## config.mk

```make
export PLATFORM = sky130hd
export DESIGN_NAME = pcap_stream_deframer
export DESIGN_NICKNAME = d
export VERILOG_FILES = /design/src/hw/rtl/pcd_pkg.sv /design/src/hw/rtl/pcap_stream_deframer.sv /design/src/hw/rtl/pcd_front.sv /design/src/hw/rtl/pcd_queue.sv /design/src/hw/rtl/pcd_back.sv
export VERILOG_INCLUDE_DIRS = /design/src /design/src/hw/rtl
export SDC_FILE = /design/constraint.sdc
export NUM_CORES = 2
export LEC_CHECK = 0
export BUFFER_PORTS_ARGS = -buffer_cell sky130_fd_sc_hd__buf_2
export CAP_MARGIN = 20
export CORE_ASPECT_RATIO = 1.5
export CORE_MARGIN = 10
export CORE_UTILIZATION = 60
export DETAILED_ROUTE_END_ITERATION = 12
export PLACE_DENSITY = 0.77
export RECOVER_POWER = 50
export SYNTH_ARGS = -nofsm -noshare
export SYNTH_HDL_FRONTEND = slang
export SYNTH_SLANG_ARGS = --single-unit
```

## constraint.sdc

```tcl
create_clock -name clk -period 18.75 [get_ports clk]
set_clock_uncertainty 0.15 [all_clocks]
set_input_delay 1.875 -clock clk [delete_from_list [all_inputs] [get_ports clk]]
set_output_delay 1.875 -clock clk [all_outputs]
set_load 0.01 [all_outputs]
```

## src/hw/rtl/pcap_stream_deframer_macros.svh

```systemverilog
// Assertion helpers used by the RTL file pcd_queue.sv.
`ifndef PCAP_STREAM_DEFRAMER_MACROS_SVH
`define PCAP_STREAM_DEFRAMER_MACROS_SVH

// Same-cycle implication, disabled while in reset.
`define PCD_ASSERT_NOW(lbl, ante, cons) \
  lbl: assert property (@(posedge clk) disable iff (!rst_n) (ante) |-> (cons)) \
    else $error("pcd assertion failed");

// Next-cycle implication, disabled while in reset.
`define PCD_ASSERT_NEXT(lbl, ante, cons) \
  lbl: assert property (@(posedge clk) disable iff (!rst_n) (ante) |=> (cons)) \
    else $error("pcd assertion failed");

`endif

```

## src/hw/rtl/pcd_pkg.sv

```systemverilog
package pcd_pkg;

  localparam int unsigned MAX_PACKET_BYTES = 65535;
  localparam int unsigned QDEPTH = 4;
  localparam int unsigned QAW = 2;

  localparam logic [39:0] GHDR_LEN = 40'd24;
  localparam logic [40:0] RHDR_LEN = 41'd16;
  localparam logic [4:0]  GHDR_LAST = 5'd23;
  localparam logic [3:0]  RHDR_LAST = 4'd15;
  localparam logic [4:0]  MAGIC_IDX = 5'd3;
  localparam logic [4:0]  LINK_IDX = 5'd20;

  localparam logic [31:0] MAGIC_US_LE = 32'hA1B2C3D4;
  localparam logic [31:0] MAGIC_US_BE = 32'hD4C3B2A1;
  localparam logic [31:0] MAGIC_NS_LE = 32'hA1B23C4D;
  localparam logic [31:0] MAGIC_NS_BE = 32'h4D3CB2A1;

  localparam logic [19:0] US_PER_SEC = 20'd1000000;
  // ceil(2^38 / 1000): exact quotient by 1000 for any 32-bit value
  localparam logic [28:0] DIV1000_MUL = 29'd274877907;
  localparam int unsigned DIV1000_SHIFT = 38;

  localparam logic [16:0] BATCH_ZERO_LIMIT = 17'h10000;

  typedef enum logic [1:0] {
    KIND_FILE_HDR = 2'd0,
    KIND_META     = 2'd1,
    KIND_PAYLOAD  = 2'd2,
    KIND_ERROR    = 2'd3
  } kind_t;

  typedef enum logic [1:0] {
    ERR_TOO_SMALL = 2'd0,
    ERR_BAD_MAGIC = 2'd1,
    ERR_BAD_LEN   = 2'd2,
    ERR_TRUNC     = 2'd3
  } err_t;

  typedef enum logic [1:0] {
    PH_GHDR    = 2'd0,
    PH_RHDR    = 2'd1,
    PH_PAYLOAD = 2'd2,
    PH_HALT    = 2'd3
  } phase_t;

  typedef enum logic {
    CFG_FILE_LENGTH   = 1'b0,
    CFG_BATCH_PACKETS = 1'b1
  } cfg_idx_t;

  // Classified item handed from the front part to the back part.
  typedef struct packed {
    logic [1:0]  kind;
    logic [31:0] frame_index;
    logic [31:0] batch_offset;
    logic [15:0] captured_length;
    logic [31:0] wire_length;
    logic [31:0] ts_sec;
    logic [31:0] ts_sub;
    logic        ts_nano;
    logic [7:0]  payload_byte;
    logic        packet_end;
    logic        batch_end;
    logic [1:0]  header_format;
    logic [31:0] link_type;
    logic [1:0]  error_code;
  } cmd_t;

  function automatic logic [31:0] pcd_word(input logic [7:0] b0, input logic [7:0] b1,
                                           input logic [7:0] b2, input logic [7:0] b3,
                                           input logic be);
    logic [31:0] w;
    if (be) begin
      w = {b0, b1, b2, b3};
    end else begin
      w = {b3, b2, b1, b0};
    end
    return w;
  endfunction

endpackage

```

## src/hw/rtl/pcap_stream_deframer.sv

```systemverilog
// The result of an accepted byte is written into the queue at the accept edge, then passes the
// multiply stage and the add stage before it reaches the out_ ports. Throughput: one byte per
// cycle sustained while full is low; the 4-entry queue and the output register absorb short
// stalls on the result side, and full rises when the queue is full.
// Reset (synchronous, rst_n low): parser back to the global header, counters cleared,
// queue and pipe emptied, file_length = 0, batch_packets = 1024. No clearing pass.
module pcap_stream_deframer (
  input  logic        clk,
  input  logic        rst_n,
  input  logic        cfg_we,
  input  logic        cfg_index,
  input  logic [39:0] cfg_wdata,
  input  logic        push,
  output logic        full,
  input  logic [7:0]  in_file_byte,
  output logic        empty,
  input  logic        pop,
  output logic [1:0]  out_kind,
  output logic [31:0] out_frame_index,
  output logic [31:0] out_batch_offset,
  output logic [15:0] out_captured_length,
  output logic [31:0] out_wire_length,
  output logic [51:0] out_time_us,
  output logic [7:0]  out_payload_byte,
  output logic        out_packet_end,
  output logic        out_batch_end,
  output logic [1:0]  out_header_format,
  output logic [31:0] out_link_type,
  output logic [1:0]  out_error_code
);

  pcd_pkg::cmd_t f_cmd, q_data, res;
  logic          f_vld, q_empty, q_full, q_rd, acc;
  logic [51:0]   res_time;

  // take a byte whenever the queue has a free slot
  assign full = q_full;
  assign acc  = push && !q_full;

  // front: parse and classify each byte
  pcd_front u_front (
    .clk       (clk),
    .rst_n     (rst_n),
    .cfg_we    (cfg_we),
    .cfg_index (cfg_index),
    .cfg_wdata (cfg_wdata),
    .acc       (acc),
    .file_byte (in_file_byte),
    .cmd_vld   (f_vld),
    .cmd       (f_cmd)
  );

  // decouple the parser from output stalls
  pcd_queue u_queue (
    .clk     (clk),
    .rst_n   (rst_n),
    .wr      (f_vld),
    .wdata   (f_cmd),
    .rd      (q_rd),
    .rdata   (q_data),
    .q_empty (q_empty),
    .q_full  (q_full)
  );

  // back: timestamp conversion and the output register
  pcd_back u_back (
    .clk      (clk),
    .rst_n    (rst_n),
    .q_empty  (q_empty),
    .q_data   (q_data),
    .q_rd     (q_rd),
    .empty    (empty),
    .pop      (pop),
    .res      (res),
    .res_time (res_time)
  );

  assign out_kind            = res.kind;
  assign out_frame_index     = res.frame_index;
  assign out_batch_offset    = res.batch_offset;
  assign out_captured_length = res.captured_length;
  assign out_wire_length     = res.wire_length;
  assign out_time_us         = res_time;
  assign out_payload_byte    = res.payload_byte;
  assign out_packet_end      = res.packet_end;
  assign out_batch_end       = res.batch_end;
  assign out_header_format   = res.header_format;
  assign out_link_type       = res.link_type;
  assign out_error_code      = res.error_code;

endmodule

```

## src/hw/rtl/pcd_front.sv

```systemverilog
module pcd_front (
  input  logic              clk,
  input  logic              rst_n,
  input  logic              cfg_we,
  input  logic              cfg_index,
  input  logic [39:0]       cfg_wdata,
  input  logic              acc,
  input  logic [7:0]        file_byte,
  output logic              cmd_vld,
  output pcd_pkg::cmd_t     cmd
);

  logic [39:0] flen_r;
  logic [15:0] bpk_r;
  pcd_pkg::phase_t phase_r, phase_nxt;
  logic [39:0] pos_r, pos_nxt;
  logic [7:0]  hdr_r [16];
  logic [7:0]  hdr_nxt [16];
  logic [4:0]  fi_r, fi_nxt;
  logic [15:0] rem_r, rem_nxt;
  logic [31:0] pkt_r, pkt_nxt;
  logic [15:0] bcnt_r, bcnt_nxt;
  logic [31:0] bbytes_r, bbytes_nxt;
  logic        be_r, be_nxt;
  logic        ns_r, ns_nxt;

  always_ff @(posedge clk) begin
    if (!rst_n) begin
      flen_r <= '0;
      bpk_r  <= 16'd1024;
    end else if (cfg_we) begin
      case (pcd_pkg::cfg_idx_t'(cfg_index))
        pcd_pkg::CFG_FILE_LENGTH:   flen_r <= cfg_wdata;
        pcd_pkg::CFG_BATCH_PACKETS: bpk_r  <= cfg_wdata[15:0];
        default: ;
      endcase
    end
  end

  always_ff @(posedge clk) begin
    if (!rst_n) begin
      phase_r  <= pcd_pkg::PH_GHDR;
      pos_r    <= '0;
      fi_r     <= '0;
      rem_r    <= '0;
      pkt_r    <= '0;
      bcnt_r   <= '0;
      bbytes_r <= '0;
      be_r     <= 1'b0;
      ns_r     <= 1'b0;
    end else begin
      phase_r  <= phase_nxt;
      pos_r    <= pos_nxt;
      fi_r     <= fi_nxt;
      rem_r    <= rem_nxt;
      pkt_r    <= pkt_nxt;
      bcnt_r   <= bcnt_nxt;
      bbytes_r <= bbytes_nxt;
      be_r     <= be_nxt;
      ns_r     <= ns_nxt;
    end
  end

  always_ff @(posedge clk) begin
    hdr_r <= hdr_nxt;
  end

  logic [31:0] magic, w_sec, w_sub, w_incl, w_orig, w_link;
  logic [3:0]  rk;
  logic [40:0] end_pos, fit_pos;
  logic [16:0] cnt1, limit;
  logic [39:0] pos_inc;

  always_comb begin
    phase_nxt  = phase_r;
    pos_nxt    = pos_r;
    fi_nxt     = fi_r;
    rem_nxt    = rem_r;
    pkt_nxt    = pkt_r;
    bcnt_nxt   = bcnt_r;
    bbytes_nxt = bbytes_r;
    be_nxt     = be_r;
    ns_nxt     = ns_r;
    hdr_nxt    = hdr_r;
    cmd_vld    = 1'b0;
    cmd        = '0;
    rk         = fi_r[3:0];
    pos_inc    = pos_r + 40'd1;
    magic      = '0;
    w_sec      = '0;
    w_sub      = '0;
    w_incl     = '0;
    w_orig     = '0;
    w_link     = '0;
    end_pos    = '0;
    fit_pos    = '0;
    cnt1       = '0;
    limit      = '0;
    if (acc) begin
      case (phase_r)
        pcd_pkg::PH_GHDR: begin
          if (fi_r == '0 && flen_r < pcd_pkg::GHDR_LEN) begin
            cmd_vld        = 1'b1;
            cmd.kind       = pcd_pkg::KIND_ERROR;
            cmd.error_code = pcd_pkg::ERR_TOO_SMALL;
            phase_nxt      = pcd_pkg::PH_HALT;
          end else begin
            // keep only the magic and the link type bytes
            if (fi_r < 5'd4) begin
              hdr_nxt[fi_r[3:0]] = file_byte;
            end else if (fi_r >= pcd_pkg::LINK_IDX) begin
              hdr_nxt[4'(fi_r - 5'd16)] = file_byte;
            end
            magic = {hdr_nxt[3], hdr_nxt[2], hdr_nxt[1], hdr_nxt[0]};
            w_link = pcd_pkg::pcd_word(hdr_nxt[4], hdr_nxt[5], hdr_nxt[6], hdr_nxt[7], be_r);
            if (fi_r == pcd_pkg::MAGIC_IDX && magic != pcd_pkg::MAGIC_US_LE &&
                magic != pcd_pkg::MAGIC_US_BE && magic != pcd_pkg::MAGIC_NS_LE &&
                magic != pcd_pkg::MAGIC_NS_BE) begin
              cmd_vld        = 1'b1;
              cmd.kind       = pcd_pkg::KIND_ERROR;
              cmd.error_code = pcd_pkg::ERR_BAD_MAGIC;
              phase_nxt      = pcd_pkg::PH_HALT;
            end else begin
              if (fi_r == pcd_pkg::MAGIC_IDX) begin
                be_nxt = (magic == pcd_pkg::MAGIC_US_BE) || (magic == pcd_pkg::MAGIC_NS_BE);
                ns_nxt = (magic == pcd_pkg::MAGIC_NS_LE) || (magic == pcd_pkg::MAGIC_NS_BE);
              end
              pos_nxt = pos_inc;
              if (fi_r == pcd_pkg::GHDR_LAST) begin
                cmd_vld           = 1'b1;
                cmd.kind          = pcd_pkg::KIND_FILE_HDR;
                cmd.header_format = {ns_r, be_r};
                cmd.link_type     = w_link;
                fi_nxt            = '0;
                phase_nxt         = pcd_pkg::PH_RHDR;
              end else begin
                fi_nxt = fi_r + 5'd1;
              end
            end
          end
        end
        pcd_pkg::PH_RHDR: begin
          if (rk == '0 && ({1'b0, pos_r} + pcd_pkg::RHDR_LEN) > {1'b0, flen_r}) begin
            phase_nxt = pcd_pkg::PH_HALT;
          end else begin
            hdr_nxt[rk] = file_byte;
            pos_nxt     = pos_inc;
            if (rk != pcd_pkg::RHDR_LAST) begin
              fi_nxt = {1'b0, rk + 4'd1};
            end else begin
              w_sec  = pcd_pkg::pcd_word(hdr_nxt[0], hdr_nxt[1], hdr_nxt[2], hdr_nxt[3], be_r);
              w_sub  = pcd_pkg::pcd_word(hdr_nxt[4], hdr_nxt[5], hdr_nxt[6], hdr_nxt[7], be_r);
              w_incl = pcd_pkg::pcd_word(hdr_nxt[8], hdr_nxt[9], hdr_nxt[10], hdr_nxt[11], be_r);
              w_orig = pcd_pkg::pcd_word(hdr_nxt[12], hdr_nxt[13], hdr_nxt[14], hdr_nxt[15],
                                         be_r);
              end_pos = {1'b0, pos_r} + 41'd1 + {25'd0, w_incl[15:0]};
              cmd_vld = 1'b1;
              if (w_incl == '0 || w_incl > 32'(pcd_pkg::MAX_PACKET_BYTES)) begin
                cmd.kind       = pcd_pkg::KIND_ERROR;
                cmd.error_code = pcd_pkg::ERR_BAD_LEN;
                phase_nxt      = pcd_pkg::PH_HALT;
              end else if (end_pos > {1'b0, flen_r}) begin
                cmd.kind       = pcd_pkg::KIND_ERROR;
                cmd.error_code = pcd_pkg::ERR_TRUNC;
                phase_nxt      = pcd_pkg::PH_HALT;
              end else begin
                cmd.kind            = pcd_pkg::KIND_META;
                cmd.frame_index     = pkt_r;
                cmd.batch_offset    = bbytes_r;
                cmd.captured_length = w_incl[15:0];
                cmd.wire_length     = w_orig;
                cmd.ts_sec          = w_sec;
                cmd.ts_sub          = w_sub;
                cmd.ts_nano         = ns_r;
                rem_nxt             = w_incl[15:0];
                fi_nxt              = '0;
                phase_nxt           = pcd_pkg::PH_PAYLOAD;
              end
            end
          end
        end
        pcd_pkg::PH_PAYLOAD: begin
          pos_nxt          = pos_inc;
          cmd_vld          = 1'b1;
          cmd.kind         = pcd_pkg::KIND_PAYLOAD;
          cmd.payload_byte = file_byte;
          rem_nxt          = rem_r - {15'd0, (rem_r != '0)};
          bbytes_nxt       = bbytes_r + 32'd1;
          if (rem_nxt == '0) begin
            fit_pos  = {1'b0, pos_inc} + pcd_pkg::RHDR_LEN;
            cnt1     = {1'b0, bcnt_r} + 17'd1;
            limit    = (bpk_r == '0) ? pcd_pkg::BATCH_ZERO_LIMIT : {1'b0, bpk_r};
            cmd.packet_end = 1'b1;
            pkt_nxt  = pkt_r + 32'd1;
            if (cnt1 >= limit || fit_pos > {1'b0, flen_r}) begin
              cmd.batch_end = 1'b1;
              bcnt_nxt      = '0;
              bbytes_nxt    = '0;
            end else begin
              bcnt_nxt = cnt1[15:0];
            end
            fi_nxt    = '0;
            phase_nxt = pcd_pkg::PH_RHDR;
          end
        end
        default: ;
      endcase
    end
  end

endmodule

```

## src/hw/rtl/pcd_queue.sv

```systemverilog
`include "pcap_stream_deframer_macros.svh"

module pcd_queue (
  input  logic          clk,
  input  logic          rst_n,
  input  logic          wr,
  input  pcd_pkg::cmd_t wdata,
  input  logic          rd,
  output pcd_pkg::cmd_t rdata,
  output logic          q_empty,
  output logic          q_full
);

  pcd_pkg::cmd_t mem [pcd_pkg::QDEPTH];
  logic [pcd_pkg::QAW-1:0] wp_r, rp_r;
  logic [pcd_pkg::QAW:0]   cnt_r;

  assign q_empty = (cnt_r == '0);
  assign q_full  = (cnt_r == (pcd_pkg::QAW+1)'(pcd_pkg::QDEPTH));
  assign rdata   = mem[rp_r];

  always_ff @(posedge clk) begin
    if (wr) begin
      mem[wp_r] <= wdata;
    end
  end

  always_ff @(posedge clk) begin
    if (!rst_n) begin
      wp_r  <= '0;
      rp_r  <= '0;
      cnt_r <= '0;
    end else begin
      if (wr) begin
        wp_r <= wp_r + 1'b1;
      end
      if (rd) begin
        rp_r <= rp_r + 1'b1;
      end
      cnt_r <= cnt_r + (pcd_pkg::QAW+1)'(wr) - (pcd_pkg::QAW+1)'(rd);
    end
  end

  `PCD_ASSERT_NOW(a_no_overflow, q_full, !wr)
  `PCD_ASSERT_NOW(a_no_underflow, q_empty, !rd)
  `PCD_ASSERT_NOW(a_cnt_bound, 1'b1, cnt_r <= (pcd_pkg::QAW+1)'(pcd_pkg::QDEPTH))
  `PCD_ASSERT_NEXT(a_cnt_track, wr && !rd, cnt_r == $past(cnt_r) + 1'b1)

endmodule

```

## src/hw/rtl/pcd_back.sv

```systemverilog
module pcd_back (
  input  logic          clk,
  input  logic          rst_n,
  input  logic          q_empty,
  input  pcd_pkg::cmd_t q_data,
  output logic          q_rd,
  output logic          empty,
  input  logic          pop,
  output pcd_pkg::cmd_t res,
  output logic [51:0]   res_time
);

  logic          a_vld_r, b_vld_r, adv;
  pcd_pkg::cmd_t a_cmd_r, b_cmd_r;
  logic [51:0]   a_prod_r, b_time_r;
  logic [31:0]   a_frac_r;
  logic [51:0]   prod;
  logic [60:0]   div_prod;
  logic [31:0]   frac;

  // advance the whole pipe whenever the output slot frees up
  assign adv   = !b_vld_r || pop;
  assign q_rd  = adv && !q_empty;
  assign empty = !b_vld_r;
  assign res   = b_cmd_r;
  assign res_time = b_time_r;

  assign prod     = 52'(q_data.ts_sec) * 52'(pcd_pkg::US_PER_SEC);
  assign div_prod = 61'(q_data.ts_sub) * 61'(pcd_pkg::DIV1000_MUL);
  assign frac     = q_data.ts_nano ? 32'(div_prod >> pcd_pkg::DIV1000_SHIFT) : q_data.ts_sub;

  always_ff @(posedge clk) begin
    if (!rst_n) begin
      a_vld_r <= 1'b0;
      b_vld_r <= 1'b0;
    end else if (adv) begin
      a_vld_r <= !q_empty;
      b_vld_r <= a_vld_r;
    end
  end

  always_ff @(posedge clk) begin
    if (adv) begin
      a_cmd_r  <= q_data;
      a_prod_r <= prod;
      a_frac_r <= frac;
      b_cmd_r  <= a_cmd_r;
      b_time_r <= a_prod_r + 52'(a_frac_r);
    end
  end

endmodule
```

==> metrics.log <==
[metrics] synth warn: 0
[metrics] initial core utilization: around 60%
[metrics] mean instance size in the synthesized netlist: approximately 13 µm²
[metrics] # hold bufs at CTS: 0
[metrics] number of clock sinks seen by CTS: around 1700
[metrics] drt pass-1 iters: 6
[metrics] count of endpoints failing setup in the final report: 0
[metrics] portion of the clock cycle consumed by the worst path in the final layout: between 60 and 70%
[metrics] Rows: 178
[metrics] Num CTS Buffers: 153
[metrics] core box area: around 160000 µm²
[metrics] Max Slew Vio Count: between 1000 and 1500
[metrics] Clk Latency, worst-skew pair: roughly 0.83 ns
[metrics] detail-routed net length per standard cell: roughly 25 µm
[metrics] initial antenna violation count: 17
[metrics] number of buffers inserted by post-CTS setup repair: 0
[metrics] placer congestion estimate: 0.9766
[metrics] maximum number of pins on one net before global-route repair: between 100 and 150
[metrics] hold path endpoint: u_back.res[203]
[metrics] CTS-repair resized insts: 0
[metrics] TNS Setup: 0 ns
[metrics] outcome: finished with violations
[metrics] wirelength, routed: 238900 µm
[metrics] required time reported for the critical path endpoint: about 19 ns
[metrics] failing checks: capacitance limit, slew limit
[metrics] number of placed instances with taps included: 9296
[metrics] critical path start-end classification: in -> reg
[metrics] H-Tree Depth: 4
[metrics] Register-to-Register Setup Slack: around 6.4 ns
[metrics] remaining routing DRC violations: 0
[metrics] half-perimeter wire length after placement: about 170000 µm
[metrics] Synth Instances: approximately 7000
[metrics] number of global-route vias before repair: 60606
[metrics] Final Hold Violating Endpoints: 0
[metrics] largest driver fanout on the critical path: between 60 and 70
[metrics] Antenna Nets Post-Route: 0
[metrics] full die area: 174000 µm²
[metrics] Critical Path Start Type: input pin
[metrics] clock-pin slew reported for the worst setup and hold paths after clock tree synthesis: 0.06 ns
[metrics] flop and latch count out of synthesis: 1690
[metrics] top flip-flop cell by instance count after synthesis: sky130_fd_sc_hd__edfxtp_1
[metrics] cell area after technology mapping: approximately 94000 µm²
[metrics] CTS max path bufs: 3
[metrics] number of cells on the worst reg-to-reg path: 26
[metrics] Critical Path AT: around 13 ns
[metrics] async set-or-reset flop fraction in the synthesized netlist: 0%
[metrics] count of input and output buffers: ~270
[metrics] Synth Net Count: around 8400
[metrics] number of primary I/O pins: 268
[metrics] post-route non-filler standard cell count: between 9000 and 10000
[metrics] post-synthesis sequential area ratio: 51.50%
[metrics] CTS Root Buffer Type: sky130_fd_sc_hd__clkbuf_16
[metrics] routed via count: between 50000 and 60000
[metrics] number of enable-type register cells in the synthesized netlist: 1478
[metrics] vias per inst: slightly above 6
[metrics] grt total ovfl: 0
[metrics] classification of the worst-slack hold path: reg -> reg
[metrics] count of unique library cells instantiated by Yosys: around 100
[metrics] global-route total usage across every layer: 27.52%
[metrics] shortest period the worst path allows: ~13 ns
[metrics] net count of the finished layout: ~8600
[metrics] highest clock frequency the design can meet: approximately 76 MHz
[metrics] MaxCap Viol Count: 27
[metrics] unrepaired setup endpoints after global routing: false
[metrics] max_slew headroom: -293.2%
[metrics] share of layout cells above drive strength 1: a little under a tenth
[metrics] Setup crit end kind: register
[metrics] clock tree from TritonCTS: built
[metrics] launch point of the worst hold path: u_back.a_cmd_r[203]
[metrics] die outline width: approximately 340 µm
[metrics] worst flop-to-flop path endpoint: u_back.a_frac_r[22]
[metrics] first-pass GRT wire length: ~360000 µm
[metrics] Worst-Margin Slew: between 5 and 6 ns
[metrics] Die Y: ~510 µm
[metrics] number of design-rule violations left by the first detailed-router iteration: 4152
[metrics] instance count along the most critical hold path: 0
[metrics] area added between synthesis and finish: 8.822%
[worst max path at each step]
stage                          startpoint                  end  cells past startpoint
after floorplan                       pop    u_back.a_cmd_r[0]                      2
after detailed placement  in_file_byte[0]  u_queue.mem[3][140]                     26
final                     in_file_byte[4]  u_queue.mem[1][195]                     13
after CTS                    u_front.be_r   u_queue.mem[3][73]                     26
after global routing      in_file_byte[4]  u_queue.mem[1][121]                     13
after global placement    in_file_byte[0]   u_queue.mem[0][61]                     26
[stage by stage]
step	setup WS [ns]	hold slack (ns)	cell area [µm²]	util, %
after global routing	4.967	0.2684	102700	65.62
after CTS	8.819	0.2565	103100	65.88
after detailed placement	8.366	0.2545	97930	62.55
after global placement	8.586	0.2504	97900	62.53
after floorplan	7.167	0.2503	94420	-
final	5.657	0.2603	102700	65.62
[area by class of cell]
class,count,area (µm²)
fillers,11345,53820
flip-flops and latches,1690,48630
multi-input cells,4435,41880
clock buffers,194,4066
inverters,765,2875
well taps,2070,2590
repair buffers,337,1550
clock inverters,89,1144
diodes,4,10.01
[placed cells by master (no fill, tap or decap), types with 47 or more instances in the layout]
master	n
sky130_fd_sc_hd__o21ai_0	162
sky130_fd_sc_hd__fa_1	436
sky130_fd_sc_hd__nor3_1	70
sky130_fd_sc_hd__clkbuf_16	155
sky130_fd_sc_hd__mux2_2	61
sky130_fd_sc_hd__ha_1	743
sky130_fd_sc_hd__xnor2_1	206
sky130_fd_sc_hd__buf_4	47
sky130_fd_sc_hd__nor2_1	468
sky130_fd_sc_hd__mux2i_1	147
sky130_fd_sc_hd__a21o_1	117
sky130_fd_sc_hd__clkbuf_1	269
sky130_fd_sc_hd__xor2_1	129
sky130_fd_sc_hd__mux4_2	224
sky130_fd_sc_hd__dfxtp_1	210
sky130_fd_sc_hd__and2_1	145
sky130_fd_sc_hd__a21oi_1	316
sky130_fd_sc_hd__nand3_1	91
sky130_fd_sc_hd__nand4_1	95
sky130_fd_sc_hd__nand2_1	386
sky130_fd_sc_hd__inv_1	762
sky130_fd_sc_hd__a211oi_1	121
sky130_fd_sc_hd__buf_2	52
sky130_fd_sc_hd__edfxtp_1	1478
[synthesized netlist by cell type, types with 11 or more instances]
cell / n / share of area (%)
sky130_fd_sc_hd__buf_1: 43 / 0.17
sky130_fd_sc_hd__mux4_2: 224 / 5.3
sky130_fd_sc_hd__a21oi_1: 315 / 1.7
sky130_fd_sc_hd__dfxtp_1: 212 / 4.5
sky130_fd_sc_hd__nand3b_1: 11 / 0.087
sky130_fd_sc_hd__buf_2: 27 / 0.14
sky130_fd_sc_hd__ha_1: 743 / 9.8
sky130_fd_sc_hd__o21a_1: 25 / 0.20
sky130_fd_sc_hd__edfxtp_1: 1478 / 47
sky130_fd_sc_hd__fa_1: 436 / 9.2
sky130_fd_sc_hd__inv_1: 763 / 3.0
sky130_fd_sc_hd__nand2_1: 386 / 1.5
sky130_fd_sc_hd__xnor2_1: 206 / 1.9
sky130_fd_sc_hd__xor2_1: 130 / 1.2
sky130_fd_sc_hd__a221oi_1: 11 / 0.10
sky130_fd_sc_hd__and3_1: 38 / 0.25
sky130_fd_sc_hd__o31ai_1: 14 / 0.11
sky130_fd_sc_hd__mux2_2: 61 / 0.73
sky130_fd_sc_hd__o211ai_1: 13 / 0.10
sky130_fd_sc_hd__nand2b_1: 38 / 0.25
sky130_fd_sc_hd__nand4_1: 95 / 0.63
sky130_fd_sc_hd__a211oi_1: 122 / 0.97
sky130_fd_sc_hd__nor3b_1: 16 / 0.13
sky130_fd_sc_hd__and4_1: 12 / 0.11
sky130_fd_sc_hd__o21ai_0: 162 / 0.86
sky130_fd_sc_hd__nand3_1: 91 / 0.48
sky130_fd_sc_hd__clkbuf_1: 200 / 0.80
sky130_fd_sc_hd__nor2_1: 469 / 1.9
sky130_fd_sc_hd__or3_1: 46 / 0.30
sky130_fd_sc_hd__nor2b_1: 46 / 0.30
sky130_fd_sc_hd__and2_1: 159 / 1.1
sky130_fd_sc_hd__a21o_1: 117 / 0.93
sky130_fd_sc_hd__or2_2: 14 / 0.093
sky130_fd_sc_hd__nor4_1: 35 / 0.23
sky130_fd_sc_hd__a31oi_1: 16 / 0.11
sky130_fd_sc_hd__o21bai_1: 17 / 0.14
sky130_fd_sc_hd__nor3_1: 71 / 0.38
sky130_fd_sc_hd__mux2i_1: 147 / 1.6
[state kept, by name, summed over array words and instances (netlist names), named ones only]
signal	flops
u_front.phase_r	2
u_front.pkt_r	32
u_queue.mem	900
u_back.res_time	52
u_back.a_frac_r	32
u_queue.rp_r	2
u_back.a_vld_r	1
u_front.pos_r	40
u_back.res	160
u_queue.cnt_r	3
u_queue.wp_r	2
u_front.bcnt_r	16
u_back.b_vld_r	1
u_front.be_r	1
u_back.a_prod_r	46
u_front.hdr_r	128
u_front.fi_r	5
u_front.rem_r	16
u_back.a_cmd_r	160
u_front.bbytes_r	32
u_front.flen_r	40
u_front.ns_r	1
u_front.bpk_r	16
[per-layer routing]
metal  vias up  wire [µm]  global-route usage [%]
li1      26196          -                       -
met4        14      15650                   16.07
met5         -         96                       0
met3       617      13820                   4.628
met1     28948      86640                   31.77
met2      2042     122700                   47.90
[worst max-delay path, cell delays in order]
cell	delay, ns
sky130_fd_sc_hd__clkbuf_1	1.46
sky130_fd_sc_hd__nor2_1	0.61
sky130_fd_sc_hd__nand4_1	0.26
sky130_fd_sc_hd__a22o_1	0.17
sky130_fd_sc_hd__o32a_1	0.16
sky130_fd_sc_hd__o21a_1	0.13
sky130_fd_sc_hd__a21oi_1	0.18
sky130_fd_sc_hd__a21oi_1	0.18
sky130_fd_sc_hd__o31a_1	0.48
sky130_fd_sc_hd__and2_0	2.87
sky130_fd_sc_hd__clkbuf_1	2.89
sky130_fd_sc_hd__buf_4	1.12
sky130_fd_sc_hd__buf_4	0.80
[cell families (layout without fill, tap and decap cells)]
family	Yosys count	after routing	synth area share [%]
AOI/OAI and AO/OA	903	903	6.109
DFF	1690	1690	51.50
muxes	432	432	7.629
xor gates and xnor gates	336	336	3.117
and+or+nand+nor	1585	1585	8.344
buffers and inverters	1041	1385	4.208
other	0	4	0
adders and majority gates	1179	1179	19.09
Power is not shown: default switching activity piles up to over one toggle a cycle in this logic, so the estimate is an artifact.
